[config.mk]
export PLATFORM = sky130hd
export DESIGN_NAME = ips_patch_stream_decoder_flat
export DESIGN_NICKNAME = d
export VERILOG_FILES = /design/src/sv/ipsd_pkg.sv /design/src/sv/ipsd_if.sv /design/src/sv/ipsd_front.sv /design/src/sv/ipsd_q.sv /design/src/sv/ipsd_back.sv /design/src/sv/ips_patch_stream_decoder.sv /design/src/flat_wrapper.sv
export SDC_FILE = /design/constraint.sdc
export NUM_CORES = 1
export LEC_CHECK = 0
export BUFFER_PORTS_ARGS = -buffer_cell sky130_fd_sc_hd__buf_2
export CELL_PAD_IN_SITES_DETAIL_PLACEMENT = 1
export CELL_PAD_IN_SITES_GLOBAL_PLACEMENT = 2
export CORE_MARGIN = 2
export CORE_UTILIZATION = 45
export DETAILED_ROUTE_END_ITERATION = 10
export GPL_TIMING_DRIVEN = 0
export HOLD_SLACK_MARGIN = 0.1
export PLACE_DENSITY = 0.85
export SYNTH_ARGS = -nofsm -noshare
export SYNTH_HDL_FRONTEND = slang
export SYNTH_SLANG_ARGS = --single-unit
export TNS_END_PERCENT = 100
[constraint.sdc]
create_clock -name i_clk -period 8.9 [get_ports i_clk]
set_input_delay 0.445 -clock i_clk [delete_from_list [all_inputs] [get_ports i_clk]]
set_output_delay 0.445 -clock i_clk [all_outputs]
set_load 0.005 [all_outputs]
[src/sv/ipsd_pkg.sv]
`timescale 1ns / 1ps

package ipsd_pkg;

    typedef enum logic [2:0] {
        KIND_WRITE     = 3'd0,
        KIND_FILL      = 3'd1,
        KIND_DONE      = 3'd2,
        KIND_BAD_MAGIC = 3'd3,
        KIND_NO_MARK   = 3'd4
    } t_kind;

    // One queue entry: everything a single patch byte gives rise to.
    typedef struct packed {
        logic         has_cmd;
        t_kind        cmd_kind;
        logic [31:0]  address;
        logic [7:0]   value;
        logic [15:0]  fill_length;
        logic         has_status;
        t_kind        status_kind;
    } t_entry;

    localparam logic [31:0] MARK_IPS   = 32'h0045_4F46;   // "EOF"
    localparam logic [31:0] MARK_IPS32 = 32'h4545_4F46;   // "EEOF"

    localparam int IPSD_Q_DEPTH = 4;

    // Header bytes: "PATCH" for plain, "IPS32" for the extended format.
    function automatic logic [7:0] magic_byte(input logic ext, input logic [2:0] idx);
        logic [7:0] b;
        b = 8'h00;
        case (idx)
            3'd0: b = ext ? 8'h49 : 8'h50;
            3'd1: b = ext ? 8'h50 : 8'h41;
            3'd2: b = ext ? 8'h53 : 8'h54;
            3'd3: b = ext ? 8'h33 : 8'h43;
            3'd4: b = ext ? 8'h32 : 8'h48;
            default: b = 8'h00;
        endcase
        return b;
    endfunction

endpackage

[src/sv/ipsd_if.sv]
`timescale 1ns / 1ps

interface ipsd_in_if;
    logic       valid;
    logic       ready;
    logic [7:0] patch_byte;
    logic       byte_last;

    modport source (output valid, patch_byte, byte_last, input ready);
    modport sink   (input valid, patch_byte, byte_last, output ready);
    modport mon    (input valid, ready, patch_byte, byte_last);
endinterface

interface ipsd_out_if;
    logic        valid;
    logic        ready;
    logic [2:0]  kind;
    logic [31:0] address;
    logic [7:0]  value;
    logic [15:0] fill_length;
    logic        run_last;

    modport source (output valid, kind, address, value, fill_length, run_last, input ready);
    modport sink   (input valid, kind, address, value, fill_length, run_last, output ready);
    modport mon    (input valid, ready, kind, address, value, fill_length, run_last);
endinterface

interface ipsd_cfg_if;
    logic        valid;
    logic        ready;
    logic [31:0] image_size;

    modport source (output valid, image_size, input ready);
    modport sink   (input valid, image_size, output ready);
    modport mon    (input valid, ready, image_size);
endinterface

[src/sv/ipsd_front.sv]
`timescale 1ns / 1ps

module ipsd_front
    import ipsd_pkg::*;
(
    input  logic         i_clk,
    input  logic         i_rst_n,
    ipsd_in_if.sink      i_patch,
    input  logic [31:0]  i_image_size,
    input  logic         i_q_full,
    output logic         o_push,
    output t_entry       o_entry
);

    typedef enum logic [2:0] {
        PH_MAGIC,
        PH_OFFSET,
        PH_SIZE,
        PH_RUNLEN,
        PH_RUNVAL,
        PH_DATA,
        PH_DRAIN
    } t_phase;

    t_phase       r_phase,   n_phase;
    logic         r_ext,     n_ext;
    logic [2:0]   r_cnt,     n_cnt;
    logic [31:0]  r_offset,  n_offset;
    logic [15:0]  r_remain,  n_remain;   // size, run length or data bytes left
    logic [32:0]  r_pos,     n_pos;      // no wrap: past 2^32-1 is off the image
    logic         r_match_p, n_match_p;
    logic         r_match_e, n_match_e;

    logic         acc;
    logic         terminal;
    logic         mp, me;
    logic [32:0]  room;
    logic [15:0]  fill_len;
    logic [7:0]   b;
    t_entry       e;

    assign i_patch.ready = !i_q_full;
    assign acc = i_patch.valid && !i_q_full;
    assign b   = i_patch.patch_byte;

    assign mp = r_match_p && (b == magic_byte(1'b0, r_cnt));
    assign me = r_match_e && (b == magic_byte(1'b1, r_cnt));

    // Space left in the image from the record offset; borrow means none.
    assign room = {1'b0, i_image_size} - {1'b0, r_offset};

    always_comb begin
        if (room[32]) begin
            fill_len = '0;
        end else if (room[31:0] < {16'd0, r_remain}) begin
            fill_len = room[15:0];
        end else begin
            fill_len = r_remain;
        end
    end

    always_comb begin
        n_phase   = r_phase;
        n_ext     = r_ext;
        n_cnt     = r_cnt;
        n_offset  = r_offset;
        n_remain  = r_remain;
        n_pos     = r_pos;
        n_match_p = r_match_p;
        n_match_e = r_match_e;
        terminal  = 1'b0;
        e         = '0;

        if (acc) begin
            case (r_phase)
                PH_MAGIC: begin
                    n_match_p = mp;
                    n_match_e = me;
                    if (r_cnt == 3'd4) begin
                        n_cnt = '0;
                        if (!mp && !me) begin
                            e.has_status  = 1'b1;
                            e.status_kind = KIND_BAD_MAGIC;
                            terminal      = 1'b1;
                            n_phase       = PH_DRAIN;
                        end else begin
                            n_ext    = me;
                            n_offset = '0;
                            n_phase  = PH_OFFSET;
                        end
                    end else begin
                        n_cnt = r_cnt + 3'd1;
                    end
                end
                PH_OFFSET: begin
                    n_offset = {r_offset[23:0], b};
                    n_cnt    = r_cnt + 3'd1;
                    if (r_cnt == (r_ext ? 3'd3 : 3'd2)) begin
                        n_cnt = '0;
                        if (n_offset == (r_ext ? MARK_IPS32 : MARK_IPS)) begin
                            e.has_status  = 1'b1;
                            e.status_kind = KIND_DONE;
                            terminal      = 1'b1;
                            n_phase       = PH_DRAIN;
                        end else begin
                            n_remain = '0;
                            n_phase  = PH_SIZE;
                        end
                    end
                end
                PH_SIZE: begin
                    n_remain = {r_remain[7:0], b};
                    n_cnt    = r_cnt + 3'd1;
                    if (r_cnt == 3'd1) begin
                        n_cnt = '0;
                        if (n_remain == 16'd0) begin
                            n_phase = PH_RUNLEN;
                        end else begin
                            n_pos   = {1'b0, r_offset};
                            n_phase = PH_DATA;
                        end
                    end
                end
                PH_RUNLEN: begin
                    n_remain = {r_remain[7:0], b};
                    n_cnt    = r_cnt + 3'd1;
                    if (r_cnt == 3'd1) begin
                        n_cnt   = '0;
                        n_phase = PH_RUNVAL;
                    end
                end
                PH_RUNVAL: begin
                    e.has_cmd     = 1'b1;
                    e.cmd_kind    = KIND_FILL;
                    e.address     = r_offset;
                    e.value       = b;
                    e.fill_length = fill_len;
                    n_remain      = '0;
                    n_offset      = '0;
                    n_phase       = PH_OFFSET;
                end
                PH_DATA: begin
                    if (r_pos < {1'b0, i_image_size}) begin
                        e.has_cmd  = 1'b1;
                        e.cmd_kind = KIND_WRITE;
                        e.address  = r_pos[31:0];
                        e.value    = b;
                    end
                    n_pos    = r_pos + 33'd1;
                    n_remain = r_remain - 16'd1;
                    if (n_remain == 16'd0) begin
                        n_offset = '0;
                        n_phase  = PH_OFFSET;
                    end
                end
                default: begin
                    terminal = 1'b1;
                end
            endcase

            if (i_patch.byte_last) begin
                if (!terminal) begin
                    e.has_status  = 1'b1;
                    e.status_kind = (n_phase == PH_MAGIC) ? KIND_BAD_MAGIC : KIND_NO_MARK;
                end
                // next byte opens a fresh patch
                n_phase   = PH_MAGIC;
                n_ext     = 1'b0;
                n_cnt     = '0;
                n_offset  = '0;
                n_remain  = '0;
                n_pos     = '0;
                n_match_p = 1'b1;
                n_match_e = 1'b1;
            end else if (terminal) begin
                n_phase = PH_DRAIN;
            end
        end
    end

    assign o_push  = acc && (e.has_cmd || e.has_status);
    assign o_entry = e;

    always_ff @(posedge i_clk) begin
        if (!i_rst_n) begin
            r_phase   <= PH_MAGIC;
            r_ext     <= 1'b0;
            r_cnt     <= '0;
            r_offset  <= '0;
            r_remain  <= '0;
            r_pos     <= '0;
            r_match_p <= 1'b1;
            r_match_e <= 1'b1;
        end else begin
            r_phase   <= n_phase;
            r_ext     <= n_ext;
            r_cnt     <= n_cnt;
            r_offset  <= n_offset;
            r_remain  <= n_remain;
            r_pos     <= n_pos;
            r_match_p <= n_match_p;
            r_match_e <= n_match_e;
        end
    end

endmodule

[src/sv/ipsd_q.sv]
`timescale 1ns / 1ps

module ipsd_q
    import ipsd_pkg::*;
#(
    parameter int DEPTH = IPSD_Q_DEPTH
) (
    input  logic    i_clk,
    input  logic    i_rst_n,
    input  logic    i_push,
    input  t_entry  i_entry,
    input  logic    i_pop,
    output logic    o_full,
    output logic    o_empty,
    output t_entry  o_head
);

    localparam int AW = (DEPTH > 1) ? $clog2(DEPTH) : 1;
    localparam int CW = $clog2(DEPTH + 1);

    t_entry          r_mem [DEPTH];
    logic [AW-1:0]   r_wr, n_wr;
    logic [AW-1:0]   r_rd, n_rd;
    logic [CW-1:0]   r_count, n_count;

    assign o_full  = (r_count == CW'(DEPTH));
    assign o_empty = (r_count == '0);
    assign o_head  = r_mem[r_rd];

    always_comb begin
        n_wr    = r_wr;
        n_rd    = r_rd;
        n_count = r_count + CW'(i_push) - CW'(i_pop);
        if (i_push) begin
            n_wr = (r_wr == AW'(DEPTH - 1)) ? '0 : r_wr + AW'(1);
        end
        if (i_pop) begin
            n_rd = (r_rd == AW'(DEPTH - 1)) ? '0 : r_rd + AW'(1);
        end
    end

    always_ff @(posedge i_clk) begin
        if (i_push) begin
            r_mem[r_wr] <= i_entry;
        end
    end

    always_ff @(posedge i_clk) begin
        if (!i_rst_n) begin
            r_wr    <= '0;
            r_rd    <= '0;
            r_count <= '0;
        end else begin
            r_wr    <= n_wr;
            r_rd    <= n_rd;
            r_count <= n_count;
        end
    end

endmodule

[src/sv/ipsd_back.sv]
`timescale 1ns / 1ps

module ipsd_back
    import ipsd_pkg::*;
(
    input  logic         i_clk,
    input  logic         i_rst_n,
    input  logic         i_empty,
    input  t_entry       i_head,
    output logic         o_pop,
    ipsd_out_if.source   o_cmd
);

    logic         r_valid;
    logic         r_half;       // head's command already sent, status pending
    t_kind        r_kind;
    logic [31:0]  r_address;
    logic [7:0]   r_value;
    logic [15:0]  r_fill_length;
    logic         r_run_last;

    logic         load;
    logic         send_cmd;

    assign load     = !r_valid || o_cmd.ready;
    assign send_cmd = i_head.has_cmd && !r_half;
    assign o_pop    = load && !i_empty && !(send_cmd && i_head.has_status);

    always_ff @(posedge i_clk) begin
        if (!i_rst_n) begin
            r_valid <= 1'b0;
            r_half  <= 1'b0;
        end else if (load) begin
            r_valid <= !i_empty;
            if (!i_empty) begin
                r_half <= send_cmd && i_head.has_status;
            end
        end
    end

    always_ff @(posedge i_clk) begin
        if (load && !i_empty) begin
            if (send_cmd) begin
                r_kind        <= i_head.cmd_kind;
                r_address     <= i_head.address;
                r_value       <= i_head.value;
                r_fill_length <= i_head.fill_length;
                r_run_last    <= !i_head.has_status;
            end else begin
                r_kind        <= i_head.status_kind;
                r_address     <= '0;
                r_value       <= '0;
                r_fill_length <= '0;
                r_run_last    <= 1'b1;
            end
        end
    end

    assign o_cmd.valid       = r_valid;
    assign o_cmd.kind        = r_kind;
    assign o_cmd.address     = r_address;
    assign o_cmd.value       = r_value;
    assign o_cmd.fill_length = r_fill_length;
    assign o_cmd.run_last    = r_run_last;

endmodule

[src/sv/ips_patch_stream_decoder.sv]
`timescale 1ns / 1ps
// A byte's first result is registered in the queue, then in the output register.
// Throughput: one patch byte per cycle while the queue has room; the output sends one
//   result per cycle unless stalled; a command and its closing status go out in turn.
// The result queue (Q_DEPTH entries) lets the parser run on while the output stalls.
// Reset: synchronous, active low; parser back to header, queue and output emptied,
//   image_size cleared to 0.

module ips_patch_stream_decoder
    import ipsd_pkg::*;
#(
    parameter int Q_DEPTH = IPSD_Q_DEPTH
) (
    input  logic         i_clk,
    input  logic         i_rst_n,
    ipsd_cfg_if.sink     i_cfg,
    ipsd_in_if.sink      i_patch,
    ipsd_out_if.source   o_cmd
);

    logic [31:0]  r_image_size;
    logic         push, pop, q_full, q_empty;
    t_entry       push_entry, head;

    assign i_cfg.ready = 1'b1;

    always_ff @(posedge i_clk) begin
        if (!i_rst_n) begin
            r_image_size <= '0;
        end else if (i_cfg.valid) begin
            r_image_size <= i_cfg.image_size;
        end
    end

    ipsd_front u_front (
        .i_clk        (i_clk),
        .i_rst_n      (i_rst_n),
        .i_patch      (i_patch),
        .i_image_size (r_image_size),
        .i_q_full     (q_full),
        .o_push       (push),
        .o_entry      (push_entry)
    );

    ipsd_q #(
        .DEPTH (Q_DEPTH)
    ) u_q (
        .i_clk   (i_clk),
        .i_rst_n (i_rst_n),
        .i_push  (push),
        .i_entry (push_entry),
        .i_pop   (pop),
        .o_full  (q_full),
        .o_empty (q_empty),
        .o_head  (head)
    );

    ipsd_back u_back (
        .i_clk   (i_clk),
        .i_rst_n (i_rst_n),
        .i_empty (q_empty),
        .i_head  (head),
        .o_pop   (pop),
        .o_cmd   (o_cmd)
    );

endmodule

[src/flat_wrapper.sv]
// flat-port wrapper written by rule: the top's interface ports become plain ports
module ips_patch_stream_decoder_flat import ipsd_pkg::*;
#(
    parameter int Q_DEPTH = IPSD_Q_DEPTH
)
  (i_clk, i_rst_n, i_cfg_valid, i_cfg_image_size, i_cfg_ready, i_patch_valid, i_patch_patch_byte, i_patch_byte_last, i_patch_ready, o_cmd_valid, o_cmd_kind, o_cmd_address, o_cmd_value, o_cmd_fill_length, o_cmd_run_last, o_cmd_ready);
  ipsd_cfg_if i_cfg_i ();
  ipsd_in_if i_patch_i ();
  ipsd_out_if o_cmd_i ();
  input  logic i_clk;
  input  logic i_rst_n;
  input wire logic [$bits(i_cfg_i.valid)-1:0] i_cfg_valid;
  input wire logic [$bits(i_cfg_i.image_size)-1:0] i_cfg_image_size;
  output wire logic [$bits(i_cfg_i.ready)-1:0] i_cfg_ready;
  input wire logic [$bits(i_patch_i.valid)-1:0] i_patch_valid;
  input wire logic [$bits(i_patch_i.patch_byte)-1:0] i_patch_patch_byte;
  input wire logic [$bits(i_patch_i.byte_last)-1:0] i_patch_byte_last;
  output wire logic [$bits(i_patch_i.ready)-1:0] i_patch_ready;
  output wire logic [$bits(o_cmd_i.valid)-1:0] o_cmd_valid;
  output wire logic [$bits(o_cmd_i.kind)-1:0] o_cmd_kind;
  output wire logic [$bits(o_cmd_i.address)-1:0] o_cmd_address;
  output wire logic [$bits(o_cmd_i.value)-1:0] o_cmd_value;
  output wire logic [$bits(o_cmd_i.fill_length)-1:0] o_cmd_fill_length;
  output wire logic [$bits(o_cmd_i.run_last)-1:0] o_cmd_run_last;
  input wire logic [$bits(o_cmd_i.ready)-1:0] o_cmd_ready;
  assign i_cfg_i.valid = i_cfg_valid;
  assign i_cfg_i.image_size = i_cfg_image_size;
  assign i_cfg_ready = i_cfg_i.ready;
  assign i_patch_i.valid = i_patch_valid;
  assign i_patch_i.patch_byte = i_patch_patch_byte;
  assign i_patch_i.byte_last = i_patch_byte_last;
  assign i_patch_ready = i_patch_i.ready;
  assign o_cmd_valid = o_cmd_i.valid;
  assign o_cmd_kind = o_cmd_i.kind;
  assign o_cmd_address = o_cmd_i.address;
  assign o_cmd_value = o_cmd_i.value;
  assign o_cmd_fill_length = o_cmd_i.fill_length;
  assign o_cmd_run_last = o_cmd_i.run_last;
  assign o_cmd_i.ready = o_cmd_ready;
  ips_patch_stream_decoder #(.Q_DEPTH(Q_DEPTH)) u_core (.i_clk(i_clk), .i_rst_n(i_rst_n), .i_cfg(i_cfg_i), .i_patch(i_patch_i), .o_cmd(o_cmd_i));
endmodule
# Yosys cells after proc, flatten, opt, wreduce, memory -nomap -nowiden
# Memory sizes are Yosys's and may differ from the RTL's. A register that Yosys moved wholly into a read port is not among the register bits.
# Index checks and enable logic that the tools add are counted.
# totals
register_bits,191
in_bits,46
ramBits,256
n_memories,1
wordCells,164
# classes
order_cmp,2
add_sub_neg,8
bitwise,1
reduce_logical,40
n_mux,69
n_eq_ne,24
# memory_table
memory,words,word_bits,read_ports,rd_clocked_by_memory_dff,write_ports,line,source
u_core.u_q.r_mem,4,64,1,1,1,ipsd_q.sv:21,t_entry r_mem [DEPTH];
# op_table
op,count
32-bit two-way mux,4
32-bit one-hot mux with 4 select lines,1
33-bit two-way mux,3
16-bit two-way mux,6
44-bit one-hot mux with 2 select lines,1
7-bit one-hot mux with 5 select lines,2
33-bit one-hot mux with 2 select lines,1
64-bit two-way mux,1
16-bit one-hot mux with 4 select lines,1
3-bit two-way mux,17
44-bit two-way mux,1
"33-bit by 1-bit adder with 33-bit output, second input constant",1
33-bit by 32-bit less-than comparator with 1-bit output,1
32-bit by 32-bit subtractor with 33-bit output,1
32-bit by 31-bit == test with 1-bit output,1
16-bit zero test,2
32-bit by 16-bit less-than comparator with 1-bit output,1
31-bit two-way mux,1
4-bit two-way mux,6
"3-bit != test, second input constant",7
3-bit one-hot mux with 6 select lines,1
8-bit == test,2
1-bit two-way mux,16
"16-bit by 1-bit subtractor with 16-bit output, second input constant",1
28 further kinds,65

# Depth between registers and ports, before layout
# Gate-level depths: netlist of run 1.
# depth
word_depth,19
mapped_depth,22
mapped_depth_nobuf,20

# By module
# From an unflattened synthesis of run 1, not the netlist that was laid out.
# unflattened
cells_unflattened,1942
area_unflattened_um2,22974.5
# by_module_without_submodules
module,n_inst,seq_area_each_um2,area_each_um2,cells_each
ipsd_q,1,7867.5,9761.9,377
ipsd_front,1,1801.7,9610.5,1323
ipsd_back,1,1841.8,2347.3,137
ips_patch_stream_decoder,1,640.6,1255.0,105

# Worst setup path after synthesis of run 1
# Ideal clock, no wire load.
# synth_path
path_kind,input -> register
startpoint,input o_cmd_ready
endpoint,register u_core.u_q.r_count[2]
path_buffers,0
setup_time_ps,115
slack_ps,3470
t_arrival_ps,5315
path_stages,12
path_cell_list,inv_1 -> a21oi_1 -> nand2_1 -> inv_1 -> ha_1 -> inv_1 -> ha_1 -> inv_1 -> fa_1 -> xnor2_1 -> xnor2_1 -> and2_1
# synth_via
elab_chain_cells,4
# synth_lines
element,line,source
"start, declared",flat_wrapper.sv:25,input wire logic [$bits(o_cmd_i.ready)-1:0] o_cmd_ready;
1-bit logical OR,ipsd_back.sv:25,assign load = !r_valid || o_cmd.ready;
1-bit logical AND (2 in series),ipsd_back.sv:27,assign o_pop = load && !i_empty && !(send_cmd && i_head.has_status);
net u_core.pop,ips_patch_stream_decoder.sv:22,"logic push, pop, q_full, q_empty;"
3-bit by 1-bit subtractor with 3-bit output,ipsd_q.sv:33,n_count = r_count + CW'(i_push) - CW'(i_pop);
"end signal, assigned",ipsd_q.sv:56,r_count <= n_count;
"end, declared",ipsd_q.sv:24,"logic [CW-1:0] r_count, n_count;"
# The timed path passes the listed nets, and every way through them passes these cells.
# A chain may end at the register's enable or synchronous reset.

==> results_tabular.tex, run 1 <==
\begin{tabular}{lr}
\hline
Metric & Value \\
\hline
\multicolumn{2}{l}{\textbf{Status}} \\
\quad Outcome & complete, but fails checks \\
\quad Violated checks & capacitance limit \\
\multicolumn{2}{l}{\textbf{Logic synthesis}} \\
\quad Main combinational cell family by area after synthesis & simple AND/OR/NAND/NOR gates \\
\quad Area share of the largest cell type after synthesis & roughly two fifths \\
\quad YS warnings & 0 \\
\quad Post-synthesis xor/xnor area fraction & between 2 and 2.5\% \\
\quad Share of cell area taken by muxes after synthesis & under 10\% \\
\quad Cell types with the largest area share after synthesis & sky130\_fd\_sc\_hd\_\_edfxtp\_1 42\%, sky130\_fd\_sc\_hd\_\_dfxtp\_1 12\%, sky130\_fd\_sc\_hd\_\_mux4\_2 6.3\% \\
\quad Number of enable-type register cells in the synthesized netlist & slightly above 300 \\
\quad Number of distinct library cells after synthesis & 77 \\
\quad Main flop type after synthesis & sky130\_fd\_sc\_hd\_\_edfxtp\_1 \\
\quad Synth Net Count & between 2,000 and 2,500 \\
\quad Post-synthesis cell type with the largest combined area & sky130\_fd\_sc\_hd\_\_edfxtp\_1 \\
\quad Adder-cell share of the synthesized area & 5.46\% \\
\quad Area fraction in compound gates after synthesis & 12.8\% \\
\quad Post-synthesis cell area & approximately 0.022 mm2 \\
\quad Flop and latch count out of synthesis & 441 \\
\quad Async set-or-reset flop fraction in the synthesized netlist & 0\% \\
\quad Simple-gate share of the synthesized area & a little over an eighth \\
\quad Post-synthesis sequential area ratio & between 50\% and 60\% \\
\quad Post-synthesis average cell area & 11.6 um2 \\
\quad Synthesized netlist cell count & 1,894 \\
\multicolumn{2}{l}{\textbf{Worst setup path}} \\
\quad Worst setup path start & u\_core.u\_front.r\_offset[9] \\
\quad Kind of end point of the critical path & flip-flop \\
\quad Type of the setup path with the least slack & flip-flop to flip-flop \\
\quad Worst path slowest cell & sky130\_fd\_sc\_hd\_\_a21boi\_1 \\
\quad Stage delay of the slowest cell on the critical path & approximately 0.68 ns \\
\quad Data arrival time of the critical path & a little over 7 ns \\
\quad CP max FO & 10 \\
\quad Sequence of cells on the critical path & inv\_1, ha\_1, clkbuf\_1, nand4\_1, or2\_2, o22ai\_1, nor2\_1, xnor2\_1, ha\_1, nor2b\_1, o21ai\_0, or4b\_1, nor4\_1, nand3\_1, or4\_4, nor4\_4, buf\_2, nand3\_1, a21boi\_1 \\
\quad Reg-to-reg setup timing slack & $\sim$2.0 ns \\
\quad Capture instance of the worst register-to-register path & u\_core.u\_q.r\_mem[1][18] \\
\quad Beginning of the worst register-to-register path & u\_core.u\_front.r\_offset[9] \\
\quad Total buffers and inverters traversed by the critical path & 3 \\
\quad Data required time of the critical path & 9.18 ns \\
\quad R2R cell count & 19 \\
\quad Cell type group with the largest total delay on the critical path & simple AND/OR/NAND/NOR gates \\
\quad Startpoint type of the worst setup path & flip-flop \\
\multicolumn{2}{l}{\textbf{Clocking}} \\
\quad Post-CTS Setup Bufs & 0 \\
\quad H-tree Lvls & 2 \\
\quad Sinks on Clock Net & roughly 440 \\
\quad Clock root cell & sky130\_fd\_sc\_hd\_\_clkbuf\_16 \\
\quad Clock slew at the register clock pins of the worst setup and hold paths & approximately 0.060 ns \\
\quad CTS tree & done \\
\quad Clock Path Buffers & 3 \\
\quad Clock latency on the worst-skew pair & around 0.60 ns \\
\quad Inserted Clock Buffers & 47 \\
\multicolumn{2}{l}{\textbf{Global route}} \\
\quad Total Routing Usage GR & a little over a quarter \\
\quad Initial antenna violation count & 1 \\
\quad Maximum number of pins on one net before global-route repair & 35 \\
\quad Via count of the first global-routing pass & 16,900 \\
\quad Overflow left after global routing & 0 \\
\quad Wire length of the first global-routing pass & between 100 and 150 mm \\
\multicolumn{2}{l}{\textbf{Timing}} \\
\quad Timing-limited maximum frequency & $\sim$140 MHz \\
\quad Number of setup violations in the final report & 0 \\
\quad Max-slew violation count & 0 \\
\quad Worst-case setup margin in the final layout & a little under 2 ns \\
\quad Shortest period the worst path allows & 6.92 ns \\
\quad Final clock skew & 0.0364 ns \\
\quad Max-slew headroom at the worst pin & $\sim$1.9\% \\
\quad Hold Fails Final Rpt & 0 \\
\quad Slew at the pin closest to its max-slew limit & roughly 1.5 ns \\
\quad Final worst-path cycle share & around 78\% \\
\quad Total Negative Setup Slacks & 0 ns \\
\quad Hold Slack & approximately 0.12 ns \\
\quad RSZ-0062 raised after global routing & false \\
\multicolumn{2}{l}{\textbf{Final layout}} \\
\quad Final cell area excluding filler cells & between 0.02 and 0.03 mm2 \\
\quad Most frequent cells in the layout & 308 x sky130\_fd\_sc\_hd\_\_edfxtp\_1, 133 x sky130\_fd\_sc\_hd\_\_dfxtp\_1, 111 x sky130\_fd\_sc\_hd\_\_inv\_1, 105 x sky130\_fd\_sc\_hd\_\_a21oi\_1, 105 x sky130\_fd\_sc\_hd\_\_buf\_2 \\
\quad Area taken by flip-flops and latches & around 0.012 mm2 \\
\quad Final \#Nets & 2,196 \\
\quad Share of final-layout standard cells stronger than drive strength 1 & approximately an eighth \\
\quad Growth of design area from synthesis to finish & 14.1\% \\
\quad Most common cell after layout, fill and taps aside & sky130\_fd\_sc\_hd\_\_edfxtp\_1 \\
\quad Fillers & slightly above 5,000 \\
\quad Area occupied by multi-input gates & $\sim$0.0093 mm2 \\
\quad Number of inserted diodes & 0 \\
\multicolumn{2}{l}{\textbf{Detailed routing}} \\
\quad Via count & around 16,000 \\
\quad Total detailed-routing wirelength & around 69 mm \\
\quad Remaining DRCs & 0 \\
\quad First DRT Iteration DRCs & around 1,300 \\
\quad Number of routed nets with antenna violations & 0 \\
\quad Routed len/inst & 25.4 um \\
\quad Router iterations before antenna repair & 6 \\
\quad Detail-routed via count per cell & 5.98 \\
\multicolumn{2}{l}{\textbf{Worst hold path}} \\
\quad Source of the worst hold timing path & i\_cfg\_image\_size[16] \\
\quad Hold Path Depth & 3 \\
\quad Hold Path End & u\_core.r\_image\_size[16] \\
\quad Worst Hold Class & primary input to flip-flop \\
\multicolumn{2}{l}{\textbf{Placement}} \\
\quad Number of I/O port buffers & 100 \\
\quad Placed inst area & approximately 0.023 mm2 \\
\quad Place WS & 1.97 ns \\
\quad Routability Congestion & roughly 0.91 \\
\quad Post-DP HPWL & 50.8 mm \\
\multicolumn{2}{l}{\textbf{Die}} \\
\quad Horizontal die dimension & between 200 and 250 um \\
\quad Height of the die & about 230 um \\
\quad Die area & 0.0508 mm2 \\
\quad Initial standard-cell utilization of the core & around 45\% \\
\quad Std cell rows & 81 \\
\quad Placeable core area & $\sim$0.049 mm2 \\
\quad Ports & 109 \\
\multicolumn{2}{l}{\textbf{Power and ir drop}} \\
\quad Peak ir drop on the vdd network & 0.132 mV \\
\quad PnR Total Power & between 5 and 6 mW \\
\quad Leakage power summed over all cells & 8.98 nW \\
\quad Power density cells & roughly 240 mW/mm2 \\
\multicolumn{2}{l}{\textbf{Job}} \\
\quad Max-capacitance violation count & 1 \\
\hline
\end{tabular}
## Yosys cell counts, types with 5 or more instances
library cell,count
sky130_fd_sc_hd__edfxtp_1,308
sky130_fd_sc_hd__dfxtp_1,133
sky130_fd_sc_hd__inv_1,111
sky130_fd_sc_hd__a21oi_1,106
sky130_fd_sc_hd__clkbuf_1,95
sky130_fd_sc_hd__ha_1,93
sky130_fd_sc_hd__o21ai_0,88
sky130_fd_sc_hd__nand2_1,81
sky130_fd_sc_hd__nor2_1,81
sky130_fd_sc_hd__nor2b_1,75
sky130_fd_sc_hd__and3_1,74
sky130_fd_sc_hd__a22o_1,64
sky130_fd_sc_hd__mux4_2,62
sky130_fd_sc_hd__nor3_1,52
sky130_fd_sc_hd__nand3_1,50
sky130_fd_sc_hd__and2_1,43
sky130_fd_sc_hd__mux2i_1,39
sky130_fd_sc_hd__xnor2_1,38
sky130_fd_sc_hd__nand4_1,28
sky130_fd_sc_hd__a211oi_1,20
sky130_fd_sc_hd__a21o_1,19
sky130_fd_sc_hd__a22oi_1,16
sky130_fd_sc_hd__buf_1,15
sky130_fd_sc_hd__a21boi_0,14
sky130_fd_sc_hd__xor2_1,14
sky130_fd_sc_hd__o211ai_1,12
sky130_fd_sc_hd__nor4_1,11
sky130_fd_sc_hd__a21boi_1,10
sky130_fd_sc_hd__nand2b_1,10
sky130_fd_sc_hd__a31oi_1,9
sky130_fd_sc_hd__o21a_1,9
sky130_fd_sc_hd__o21ai_1,9
sky130_fd_sc_hd__nor3b_1,6
sky130_fd_sc_hd__o31ai_1,6
sky130_fd_sc_hd__or3_1,6
sky130_fd_sc_hd__or4_1,6
sky130_fd_sc_hd__buf_2,5
sky130_fd_sc_hd__o2111ai_1,5
sky130_fd_sc_hd__or2_2,5
## cell families after synthesis
| group | after synthesis |
|---|---|
| compound gates | 425 |
| simple gates | 547 |
| fa+ha+maj | 95 |
| other cells | 1 |
| xor+xnor | 52 |
| flops | 441 |
| buf+inv | 230 |
| mux | 103 |
## worst max path at each step
stage / endpoint / slack, ns / cells past startpoint
floorplan: u_core.u_q.r_count[2] / 3.47 / 12
global placement: u_core.u_q.r_count[2] / 2.02 / 13
detailed placement: u_core.u_q.r_mem[1][18] / 1.97 / 19
CTS: u_core.u_q.r_mem[0][18] / 1.98 / 19
global route: u_core.u_q.r_mem[1][18] / 1.66 / 19
finish: u_core.u_q.r_mem[1][18] / 1.98 / 19
## per-layer routing
metal	vias up	GRT usage, %	routed length (um)
li1	7431	-	-
met1	8198	36.4	29700
met2	499	46.7	33800
met3	127	2.82	3180
met4	0	9.59	2230
met5	-	0	0
## final cells by class
| cell class | count | share of cell area [%] |
|---|---|---|
| sequential | 441 | 47.3 |
| multi-input combinational | 1223 | 36.9 |
| clock buffer | 59 | 5.09 |
| tap | 622 | 3.09 |
| timing repair buffer | 112 | 2.70 |
| buffer | 119 | 1.90 |
| inverter | 111 | 1.65 |
| clock inverter | 29 | 1.39 |
## timing repair
item,CTS,global route
gates resized for setup,0,0
endpoints found under the hold margin,6,0
hold buffers,6,0
## where the power goes
part | internal [mW] | total [mW] | switching [mW]
Sequential | 2.47 | 2.54 | 0.0728
Clock | 1.21 | 2.06 | 0.850
Combinational | 0.572 | 1.32 | 0.752
Total | 4.25 | 5.92 | 1.67
## sequential cells by signal, summed over array words and instances, names as in the netlist, named ones only
register	flops
u_core.u_back.o_cmd.valid	1
u_core.u_q.r_mem	248
u_core.u_q.r_count	3
u_core.u_front.r_offset	32
u_core.u_back.o_cmd.address	32
u_core.u_back.o_cmd.fill_length	16
u_core.u_front.r_pos	33
u_core.u_q.r_wr	2
u_core.u_front.r_cnt	3
u_core.r_image_size	32
u_core.u_front.r_match_p	1
u_core.u_back.o_cmd.run_last	1
u_core.u_back.r_half	1
u_core.u_front.r_phase	3
u_core.u_back.o_cmd.kind	3
u_core.u_q.r_rd	2
u_core.u_front.r_match_e	1
u_core.u_back.o_cmd.value	8
u_core.u_front.r_ext	1
u_core.u_front.r_remain	16
## worst reg2reg max path, stage by stage, from the launching register on
cell and delay, ns:
sky130_fd_sc_hd__dfxtp_1 0.58, sky130_fd_sc_hd__inv_1 0.10, sky130_fd_sc_hd__ha_1 0.29, sky130_fd_sc_hd__clkbuf_1 0.26, sky130_fd_sc_hd__nand4_1 0.25, sky130_fd_sc_hd__or2_2 0.34
sky130_fd_sc_hd__o22ai_1 0.37, sky130_fd_sc_hd__nor2_1 0.12, sky130_fd_sc_hd__xnor2_1 0.42, sky130_fd_sc_hd__ha_1 0.34, sky130_fd_sc_hd__nor2b_1 0.14, sky130_fd_sc_hd__o21ai_0 0.35
sky130_fd_sc_hd__or4b_1 0.48, sky130_fd_sc_hd__nor4_1 0.26, sky130_fd_sc_hd__nand3_1 0.12, sky130_fd_sc_hd__or4_4 0.56, sky130_fd_sc_hd__nor4_4 0.56, sky130_fd_sc_hd__buf_2 0.32
sky130_fd_sc_hd__nand3_1 0.10, sky130_fd_sc_hd__a21boi_1 0.68
## per-stage QoR
| step | utilization, % | cells |
|---|---|---|
| 3_5_place_dp | 48.3 | 2622 |
| 6_report | 51.8 | 2716 |
| 3_3_place_gp | 48.0 | 2616 |
| 2_1_floorplan | - | 1894 |
| 4_1_cts | 51.8 | 2716 |
| 5_1_grt | 51.8 | 2716 |
Note: power is estimated with default switching activity, not from simulation.
==> run 2, diff against run 1 <==
--- a/config.mk
+++ b/config.mk
@@ -9,11 +9,11 @@
 export CELL_PAD_IN_SITES_DETAIL_PLACEMENT = 1
 export CELL_PAD_IN_SITES_GLOBAL_PLACEMENT = 2
 export CORE_MARGIN = 2
-export CORE_UTILIZATION = 45
+export CORE_UTILIZATION = 38
 export DETAILED_ROUTE_END_ITERATION = 10
 export GPL_TIMING_DRIVEN = 0
 export HOLD_SLACK_MARGIN = 0.1
-export PLACE_DENSITY = 0.85
+export PLACE_DENSITY = 0.77
 export SYNTH_ARGS = -nofsm -noshare
 export SYNTH_HDL_FRONTEND = slang
 export SYNTH_SLANG_ARGS = --single-unit
==> constraint.sdc (replaced) <==
create_clock -name i_clk -period 6 [get_ports i_clk]
set_input_delay 0.3 -clock i_clk [delete_from_list [all_inputs] [get_ports i_clk]]
set_output_delay 0.3 -clock i_clk [all_outputs]
set_load 0.005 [all_outputs]
==> run 2 against run 1 <==
Effect of this change: the flow now finishes without violations; global-route usage shrank 4.2 points; setup slack worse by 1.8 ns; power increased by 49%; via count hardly changed; hold slack better by 0.028 ns; maximum frequency is 19% higher; register-to-register slack lost 1.8 ns; first-iteration DRC count is 23% lower; highest routed layer unchanged; flip-flop and latch count unchanged; die area is 18% higher.
==> results_tabular.tex, run 2 (synthesized netlist as in run 1, its figures left out) <==
\begin{tabular}{lr}
\hline
Metric & Value \\
\hline
\multicolumn{2}{l}{\textbf{Power and ir drop}} \\
\quad Leakage power summed over all cells & 9.19 nW (+2.4\%) \\
\quad PnR Total Power & 8.85 mW (+49\%) \\
\quad Power density cells & 343 mW/mm2 (+46\%) \\
\quad Peak ir drop on the vdd network & 0.252 mV (+91\%) \\
\multicolumn{2}{l}{\textbf{Die}} \\
\quad Ports & 109 (unchanged) \\
\quad Height of the die & 245 um (+8.7\%) \\
\quad Initial standard-cell utilization of the core & 38.3\% (-7.0 points) \\
\quad Std cell rows & 88 (+8.6\%) \\
\quad Horizontal die dimension & 245 um (+8.7\%) \\
\quad Placeable core area & 0.0576 mm2 (+18\%) \\
\quad Die area & 0.0600 mm2 (+18\%) \\
\multicolumn{2}{l}{\textbf{Clocking}} \\
\quad H-tree Lvls & 2 (unchanged) \\
\quad Sinks on Clock Net & 441 (unchanged) \\
\quad Clock Path Buffers & 3 (unchanged) \\
\quad Clock slew at the register clock pins of the worst setup and hold paths & 0.06 ns (about the same) \\
\quad Clock root cell & sky130\_fd\_sc\_hd\_\_clkbuf\_16 \\
\quad Clock latency on the worst-skew pair & 0.59 ns (about the same) \\
\quad Inserted Clock Buffers & 48 (+2.1\%) \\
\quad CTS tree & done \\
\multicolumn{2}{l}{\textbf{Global route}} \\
\quad Maximum number of pins on one net before global-route repair & 35 (unchanged) \\
\quad Overflow left after global routing & 0 (unchanged) \\
\quad Initial antenna violation count & 0 (-1) \\
\quad Via count of the first global-routing pass & 16,800 (-0.51\%) \\
\quad Wire length of the first global-routing pass & 106 mm (+1.3\%) \\
\quad Total Routing Usage GR & 23.2\% (-4.2 points) \\
\multicolumn{2}{l}{\textbf{Detailed routing}} \\
\quad Router iterations before antenna repair & 5 (-1) \\
\quad Via count & 16,300 (+0.074\%) \\
\quad Remaining DRCs & 0 (unchanged) \\
\quad Number of routed nets with antenna violations & 0 (unchanged) \\
\quad Routed len/inst & 24.2 um (-4.7\%) \\
\quad First DRT Iteration DRCs & 1,031 (-23\%) \\
\quad Total detailed-routing wirelength & 69.8 mm (+1.3\%) \\
\quad Detail-routed via count per cell & 5.63 (-5.9\%) \\
\multicolumn{2}{l}{\textbf{Final layout}} \\
\quad Growth of design area from synthesis to finish & 16.9\% \\
\quad Share of final-layout standard cells stronger than drive strength 1 & 14.4\% (+1.3 points) \\
\quad Fillers & 6,144 (+19\%) \\
\quad Final \#Nets & 2,224 (+1.3\%) \\
\quad Most frequent cells in the layout & 308 x sky130\_fd\_sc\_hd\_\_edfxtp\_1, 126 x sky130\_fd\_sc\_hd\_\_dfxtp\_1, 111 x sky130\_fd\_sc\_hd\_\_inv\_1, 105 x sky130\_fd\_sc\_hd\_\_buf\_2, 103 x sky130\_fd\_sc\_hd\_\_a21oi\_1 \\
\quad Registers with the most flip-flops & u\_core.u\_q.r\_mem (248), u\_core.u\_front.r\_pos (33) \\
\quad Most common cell after layout, fill and taps aside & sky130\_fd\_sc\_hd\_\_edfxtp\_1 \\
\quad Number of inserted diodes & 0 (unchanged) \\
\quad Layout Utilization & 44.8\% (-7.0 points) \\
\quad Final cell area excluding filler cells & 0.0258 mm2 (+2.4\%) \\
\quad Largest reg by FF count & u\_core.u\_q.r\_mem \\
\quad Flip-flop count of the largest register after layout & 248 (unchanged) \\
\multicolumn{2}{l}{\textbf{Worst setup path}} \\
\quad Reg-to-reg setup timing slack & 0.18 ns (-1.80 ns) \\
\quad Kind of end point of the critical path & flip-flop \\
\quad Type of the setup path with the least slack & flip-flop to flip-flop \\
\quad Data required time of the critical path & 6.30 ns (-2.88 ns) \\
\quad R2R cell count & 20 (+1) \\
\quad Data arrival time of the critical path & 6.11 ns (-1.09 ns) \\
\quad CP max FO & 10 (unchanged) \\
\quad Startpoint type of the worst setup path & flip-flop \\
\multicolumn{2}{l}{\textbf{Placement}} \\
\quad Routability Congestion & 0.857 (-6.0\%) \\
\quad Post-DP HPWL & 51.7 mm (+1.8\%) \\
\quad Number of I/O port buffers & 100 (unchanged) \\
\quad Placed inst area & 0.0237 mm2 (+0.76\%) \\
\multicolumn{2}{l}{\textbf{Timing}} \\
\quad Timing-limited maximum frequency & 172 MHz (+19\%) \\
\quad Slew at the pin closest to its max-slew limit & 1.25 ns (-0.207 ns) \\
\quad Number of setup violations in the final report & 0 (unchanged) \\
\quad Max-slew headroom at the worst pin & 15.8\% (+14 points) \\
\quad Shortest period the worst path allows & 5.82 ns (-1.10 ns) \\
\quad Total Negative Setup Slacks & 0 ns (unchanged) \\
\quad Hold Fails Final Rpt & 0 (unchanged) \\
\quad Max-slew violation count & 0 (unchanged) \\
\quad Final worst-path cycle share & 97.0\% (+19 points) \\
\quad Final clock skew & 0.0134 ns (-0.0230 ns) \\
\multicolumn{2}{l}{\textbf{Status}} \\
\quad Outcome & finished, final reports clean \\
\multicolumn{2}{l}{\textbf{Worst hold path}} \\
\quad Worst Hold Class & primary input to flip-flop \\
\quad Hold Path Depth & 2 (-1) \\
\multicolumn{2}{l}{\textbf{Job}} \\
\quad Max-capacitance violation count & 0 (-1) \\
\hline
\end{tabular}
[run 2: changes by cell type in the layout (fill, tap and decap cells not counted), sizes merged]
cell         before  now
clkinv           15   12
dlygate4sd3       6   34
bufinv            6    4
clkinvlp          6    2
clkbuf          154  157
inv             113  114
buf             130  136
[run 2: final timing paths]
check / startpoint / endpoint
worst max register to register: u_core.u_front.r_offset[0] / u_core.u_q.r_mem[1][18]
worst min register to register: u_core.u_front.r_match_e / u_core.u_front.r_match_e
worst max-delay path: u_core.u_front.r_offset[0] / u_core.u_q.r_mem[1][18]
worst min-delay path: i_patch_patch_byte[5] / u_core.u_front.r_offset[5]
[run 2: metal layers]
layer	vias to the layer above	wire length [um]	track usage (%)
met4	0	1630	6.15
met5	-	0	0
met2	407	33300	38.5
li1	7491	-	-
met1	8270	31800	31.7
met3	99	3080	3.60
[run 2: critical path: stages (launching register included)]
cell and delay, ns:
sky130_fd_sc_hd__dfxtp_2 0.43, sky130_fd_sc_hd__ha_1 0.20, sky130_fd_sc_hd__inv_1 0.05, sky130_fd_sc_hd__fa_1 0.40, sky130_fd_sc_hd__a21o_1 0.22, sky130_fd_sc_hd__a221oi_4 0.38, sky130_fd_sc_hd__o22ai_2 0.22, sky130_fd_sc_hd__nor2_2 0.19
sky130_fd_sc_hd__xnor2_2 0.17, sky130_fd_sc_hd__ha_1 0.29, sky130_fd_sc_hd__nor2b_1 0.14, sky130_fd_sc_hd__o21ai_2 0.16, sky130_fd_sc_hd__or4b_1 0.47, sky130_fd_sc_hd__nor4_2 0.23, sky130_fd_sc_hd__nand3_1 0.10, sky130_fd_sc_hd__or4_4 0.55
sky130_fd_sc_hd__or4_1 0.61, sky130_fd_sc_hd__buf_2 0.21, sky130_fd_sc_hd__buf_6 0.15, sky130_fd_sc_hd__o21ai_1 0.17, sky130_fd_sc_hd__a21boi_2 0.17
[run 2: layout make-up]
class | count | area (um2) | share of cell area, %
plain buffers | 112 | 454 | 1.76
clock buffers | 69 | 1420 | 5.52
clock inverters | 21 | 245 | 0.951
inverters | 111 | 417 | 1.62
multi-input cells | 1223 | 9360 | 36.3
flip-flops and latches | 441 | 11900 | 46.2
well taps | 765 | 957 | 3.71
repair buffers | 146 | 1010 | 3.90
[run 2: through the flow]
stage          worst slack, ns  std cells  hold WS (ns)
6_report                 0.182       2888         0.151
5_1_grt               -0.00622       2888         0.136
4_1_cts                 0.0365       2887         0.120
3_5_place_dp             -1.00       2765         0.496
3_3_place_gp            -0.988       2759         0.469
2_1_floorplan            0.593       1894         0.433
[run 2: what timing repair did]
action | in CTS | in global routing
pin swaps | 3 | 1
hold buffers | 34 | 0
endpoints found under the setup margin | 64 | 65
hold endpoints to repair | 34 | 0
gates resized for setup | 18 | 16
buffers inserted | 5 | 1
[run 2: report_power, final]
group	internal (mW)	total, mW	switching (mW)
Sequential	3.66	3.77	0.103
Clock	1.83	3.10	1.27
Combinational	0.874	1.99	1.11
Total	6.37	8.85	2.48
==> run 3, diff against run 2 <==
--- a/config.mk
+++ b/config.mk
@@ -8,7 +8,6 @@
 export BUFFER_PORTS_ARGS = -buffer_cell sky130_fd_sc_hd__buf_2
 export CELL_PAD_IN_SITES_DETAIL_PLACEMENT = 1
 export CELL_PAD_IN_SITES_GLOBAL_PLACEMENT = 2
-export CORE_MARGIN = 2
 export CORE_UTILIZATION = 38
 export DETAILED_ROUTE_END_ITERATION = 10
 export GPL_TIMING_DRIVEN = 0
==> constraint.sdc (replaced) <==
create_clock -name i_clk -period 5.1 [get_ports i_clk]
set_input_delay 0.255 -clock i_clk [delete_from_list [all_inputs] [get_ports i_clk]]
set_output_delay 0.255 -clock i_clk [all_outputs]
set_load 0.005 [all_outputs]
==> run 3 against run 2 <==
Effect of this change: the flow now finishes with violations (setup timing); global-route usage increased by 0.12 points; clock skew increased by 0.011 ns; via count shrank 0.84%; die area fell by 1.6%; wire length shrank 1.5%; maximum frequency is 10% higher; core utilization up 1.3 points; setup slack lost 0.37 ns; combinational power increased by 21%; register-to-register slack worse by 0.37 ns; clock power is 11% higher.
==> results_tabular.tex, run 3 (synthesized netlist as in run 1, its figures left out) <==
\begin{tabular}{lr}
\hline
Metric & Value \\
\hline
\multicolumn{2}{l}{\textbf{Detailed routing}} \\
\quad Total detailed-routing wirelength & 68.7 mm (-1.5\%) \\
\quad Number of routed nets with antenna violations & 0 (unchanged) \\
\quad Via count & 16,100 (-0.84\%) \\
\quad Routed len/inst & 23.8 um (-1.5\%) \\
\quad Remaining DRCs & 0 (unchanged) \\
\quad Router iterations before antenna repair & 5 (unchanged) \\
\quad First DRT Iteration DRCs & 1,004 (-2.6\%) \\
\quad Detail-routed via count per cell & 5.59 (-0.81\%) \\
\multicolumn{2}{l}{\textbf{Power and ir drop}} \\
\quad P\_int & 7.37 mW (+16\%) \\
\quad Part of the power in the clock network & 33.5\% (-1.5 points) \\
\quad Leakage power summed over all cells & 9.26 nW (+0.76\%) \\
\quad Share of total power consumed by net switching & 28.2\% (+0.15 points) \\
\quad Power density cells & 391 mW/mm2 (+14\%) \\
\quad Combinational fraction of design power & 23.4\% (+1.0 points) \\
\quad Sequential share of power & 43.1\% (+0.6 points) \\
\quad Net switching power & 2.89 mW (+17\%) \\
\quad Peak ir drop on the vdd network & 0.276 mV (+9.4\%) \\
\multicolumn{2}{l}{\textbf{Worst setup path}} \\
\quad Type of the setup path with the least slack & flip-flop to flip-flop \\
\quad Data required time of the critical path & 5.41 ns (-0.89 ns) \\
\quad Data arrival time of the critical path & 5.60 ns (-0.51 ns) \\
\quad Startpoint type of the worst setup path & flip-flop \\
\quad Kind of end point of the critical path & flip-flop \\
\quad CP max FO & 5 (-5) \\
\multicolumn{2}{l}{\textbf{Clocking}} \\
\quad Clock latency on the worst-skew pair & 0.58 ns (about the same) \\
\quad Clock slew at the register clock pins of the worst setup and hold paths & 0.06 ns (about the same) \\
\quad Clock Path Buffers & 3 (unchanged) \\
\quad Inserted Clock Buffers & 47 (-2.1\%) \\
\quad H-tree Lvls & 2 (unchanged) \\
\quad Sinks on Clock Net & 441 (unchanged) \\
\quad CTS tree & done \\
\quad Clock root cell & sky130\_fd\_sc\_hd\_\_clkbuf\_16 \\
\multicolumn{2}{l}{\textbf{Timing}} \\
\quad Slew at the pin closest to its max-slew limit & 1.29 ns (+0.0408 ns) \\
\quad RSZ-0062 raised after global routing & true \\
\quad Final worst-path cycle share & 104\% (+6.7 points) \\
\quad Worst-case setup margin in the final layout & -0.188 ns (-0.370 ns) \\
\quad Max-slew headroom at the worst pin & 13.0\% (-2.7 points) \\
\quad Hold Slack & 0.258 ns (+0.107 ns) \\
\quad Max-slew violation count & 0 (unchanged) \\
\quad Hold Fails Final Rpt & 0 (unchanged) \\
\quad Number of setup violations in the final report & 64 (+64) \\
\quad Timing-limited maximum frequency & 189 MHz (+10\%) \\
\quad Shortest period the worst path allows & 5.29 ns (-0.530 ns) \\
\quad Final clock skew & 0.0245 ns (+0.0111 ns) \\
\multicolumn{2}{l}{\textbf{Status}} \\
\quad Violated checks & setup timing \\
\quad Outcome & complete, but fails checks \\
\multicolumn{2}{l}{\textbf{Job}} \\
\quad Max-capacitance violation count & 0 (unchanged) \\
\multicolumn{2}{l}{\textbf{Final layout}} \\
\quad Final std cells w/o fill & 2,887 (-0.035\%) \\
\quad Most frequent cells in the layout & 308 x sky130\_fd\_sc\_hd\_\_edfxtp\_1, 117 x sky130\_fd\_sc\_hd\_\_dfxtp\_1, 109 x sky130\_fd\_sc\_hd\_\_inv\_1, 104 x sky130\_fd\_sc\_hd\_\_buf\_2, 97 x sky130\_fd\_sc\_hd\_\_a21oi\_1 \\
\quad Final \#Nets & 2,237 (+0.58\%) \\
\quad Growth of design area from synthesis to finish & 18.8\% \\
\quad Share of final-layout standard cells stronger than drive strength 1 & 17.9\% (+3.5 points) \\
\quad Flip-flop count of the largest register after layout & 248 (unchanged) \\
\quad Most common cell after layout, fill and taps aside & sky130\_fd\_sc\_hd\_\_edfxtp\_1 \\
\quad Layout Utilization & 46.1\% (+1.3 points) \\
\quad Registers with the most flip-flops & u\_core.u\_q.r\_mem (248), u\_core.u\_front.r\_pos (33) \\
\quad Largest reg by FF count & u\_core.u\_q.r\_mem \\
\quad Number of inserted diodes & 0 (unchanged) \\
\multicolumn{2}{l}{\textbf{Global route}} \\
\quad Met3 Use GR & 2.84\% (-0.76 points) \\
\quad Busiest grt layer & met2 \\
\quad Total Routing Usage GR & 23.3\% (+0.12 points) \\
\quad Via count of the first global-routing pass & 17,000 (+1.5\%) \\
\quad Initial antenna violation count & 0 (unchanged) \\
\quad Wire length of the first global-routing pass & 105 mm (-0.65\%) \\
\quad Maximum number of pins on one net before global-route repair & 38 (+8.6\%) \\
\quad Overflow left after global routing & 0 (unchanged) \\
\quad GR met2 Demand/Resource & 39.0\% (+0.51 points) \\
\quad Met1 routing resource usage after global routing & 31.9\% (+0.22 points) \\
\multicolumn{2}{l}{\textbf{Placement}} \\
\quad Post-DP HPWL & 50.9 mm (-1.5\%) \\
\quad Routability Congestion & 0.888 (+3.6\%) \\
\quad Number of I/O port buffers & 100 (unchanged) \\
\quad Dpl cells & 2,756 (-0.33\%) \\
\multicolumn{2}{l}{\textbf{Die}} \\
\quad Horizontal die dimension & 243 um (-0.82\%) \\
\quad Die area & 0.0590 mm2 (-1.6\%) \\
\quad Initial standard-cell utilization of the core & 38.8\% (+0.44 points) \\
\quad Ports & 109 (unchanged) \\
\quad Height of the die & 243 um (-0.82\%) \\
\quad Placeable core area & 0.0569 mm2 (-1.1\%) \\
\quad Std cell rows & 87 (-1.1\%) \\
\multicolumn{2}{l}{\textbf{Worst hold path}} \\
\quad Worst Hold Class & primary input to flip-flop \\
\hline
\end{tabular}
run 3: cell types whose count changed in the layout (fill, tap and decap cells not counted), sizes merged:
cell         previous run  this run
clkinv                 12        13
dlygate4sd3            34        36
clkbuf                157       145
clkinvlp                2         3
bufinv                  4         5
buf                   136       151
run 3: cell type report:
class / count / area, um2
clock inverter: 24 / 290
multi-input combinational: 1223 / 9740
inverter: 111 / 417
sequential: 441 / 12000
clock buffer: 60 / 1240
buffer: 109 / 448
tap: 756 / 946
timing repair buffer: 163 / 1190
fill: 6028 / 30700
run 3: final timing paths:
check / cells past startpoint / from / to / slack (ns)
min: 2 / i_patch_patch_byte[6] / u_core.u_front.r_offset[6] / 0.26
min reg2reg: 2 / u_core.u_q.r_rd[1] / u_core.u_q.r_rd[1] / 0.51
max reg2reg: 21 / u_core.r_image_size[0] / u_core.u_q.r_mem[2][18] / -0.19
max: 21 / u_core.r_image_size[0] / u_core.u_q.r_mem[2][18] / -0.19
run 3: per-stage QoR:
step	area [um2]	setup slack [ns]	total power, mW	TNS [ns]
final	26200	-0.188	10.3	-9.43
after global routing	26200	-0.282	10.7	-15.92
after CTS	26100	-0.172	10.4	-8.39
after detailed placement	23700	-1.95	6.83	-112.27
after global placement	23500	-1.88	6.73	-416.85
after floorplan	22100	0.0287	5.94	0
run 3: routing by layer:
metal	part of all wire [%]	wire (um)
met4	2.2	1540
met3	3.7	2520
met5	0	0
met1	46	31700
met2	48	33000
run 3: timing repair:
item | in CTS | in global routing
setup buffers | 15 | 5
endpoints found under the setup margin | 66 | 65
endpoints found under the hold margin | 36 | 0
pin swaps | 39 | 15
gates cloned | 1 | 0
hold buffers | 36 | 0
resized for setup | 119 | 24
run 3: worst max-delay path, stage by stage (launching register included):
cell	delay, ns
sky130_fd_sc_hd__dfxtp_2	0.33
sky130_fd_sc_hd__inv_2	0.06
sky130_fd_sc_hd__ha_4	0.13
sky130_fd_sc_hd__inv_2	0.04
sky130_fd_sc_hd__fa_2	0.38
sky130_fd_sc_hd__a21o_1	0.21
sky130_fd_sc_hd__a221oi_4	0.41
sky130_fd_sc_hd__nor2_1	0.08
sky130_fd_sc_hd__a31o_2	0.25
sky130_fd_sc_hd__xor2_4	0.17
sky130_fd_sc_hd__ha_2	0.19
sky130_fd_sc_hd__a21oi_2	0.18
sky130_fd_sc_hd__nor2b_4	0.06
sky130_fd_sc_hd__o21ai_4	0.18
sky130_fd_sc_hd__or4b_4	0.50
sky130_fd_sc_hd__nor4_4	0.14
sky130_fd_sc_hd__nand3_1	0.10
sky130_fd_sc_hd__or4_4	0.47
sky130_fd_sc_hd__or4_4	0.66
sky130_fd_sc_hd__buf_16	0.19
sky130_fd_sc_hd__o21ai_4	0.16
sky130_fd_sc_hd__a21boi_4	0.13
run 3: power by group through the flow:
stage                     combinational [mW]  sequential (mW)  clock, mW
after floorplan                         1.40             4.54          0
after global placement                  2.21             4.52          0
after detailed placement                2.32             4.51          0
after CTS                               2.43             4.43       3.51
after global routing                    2.62             4.46       3.63
final                                   2.40             4.42       3.44
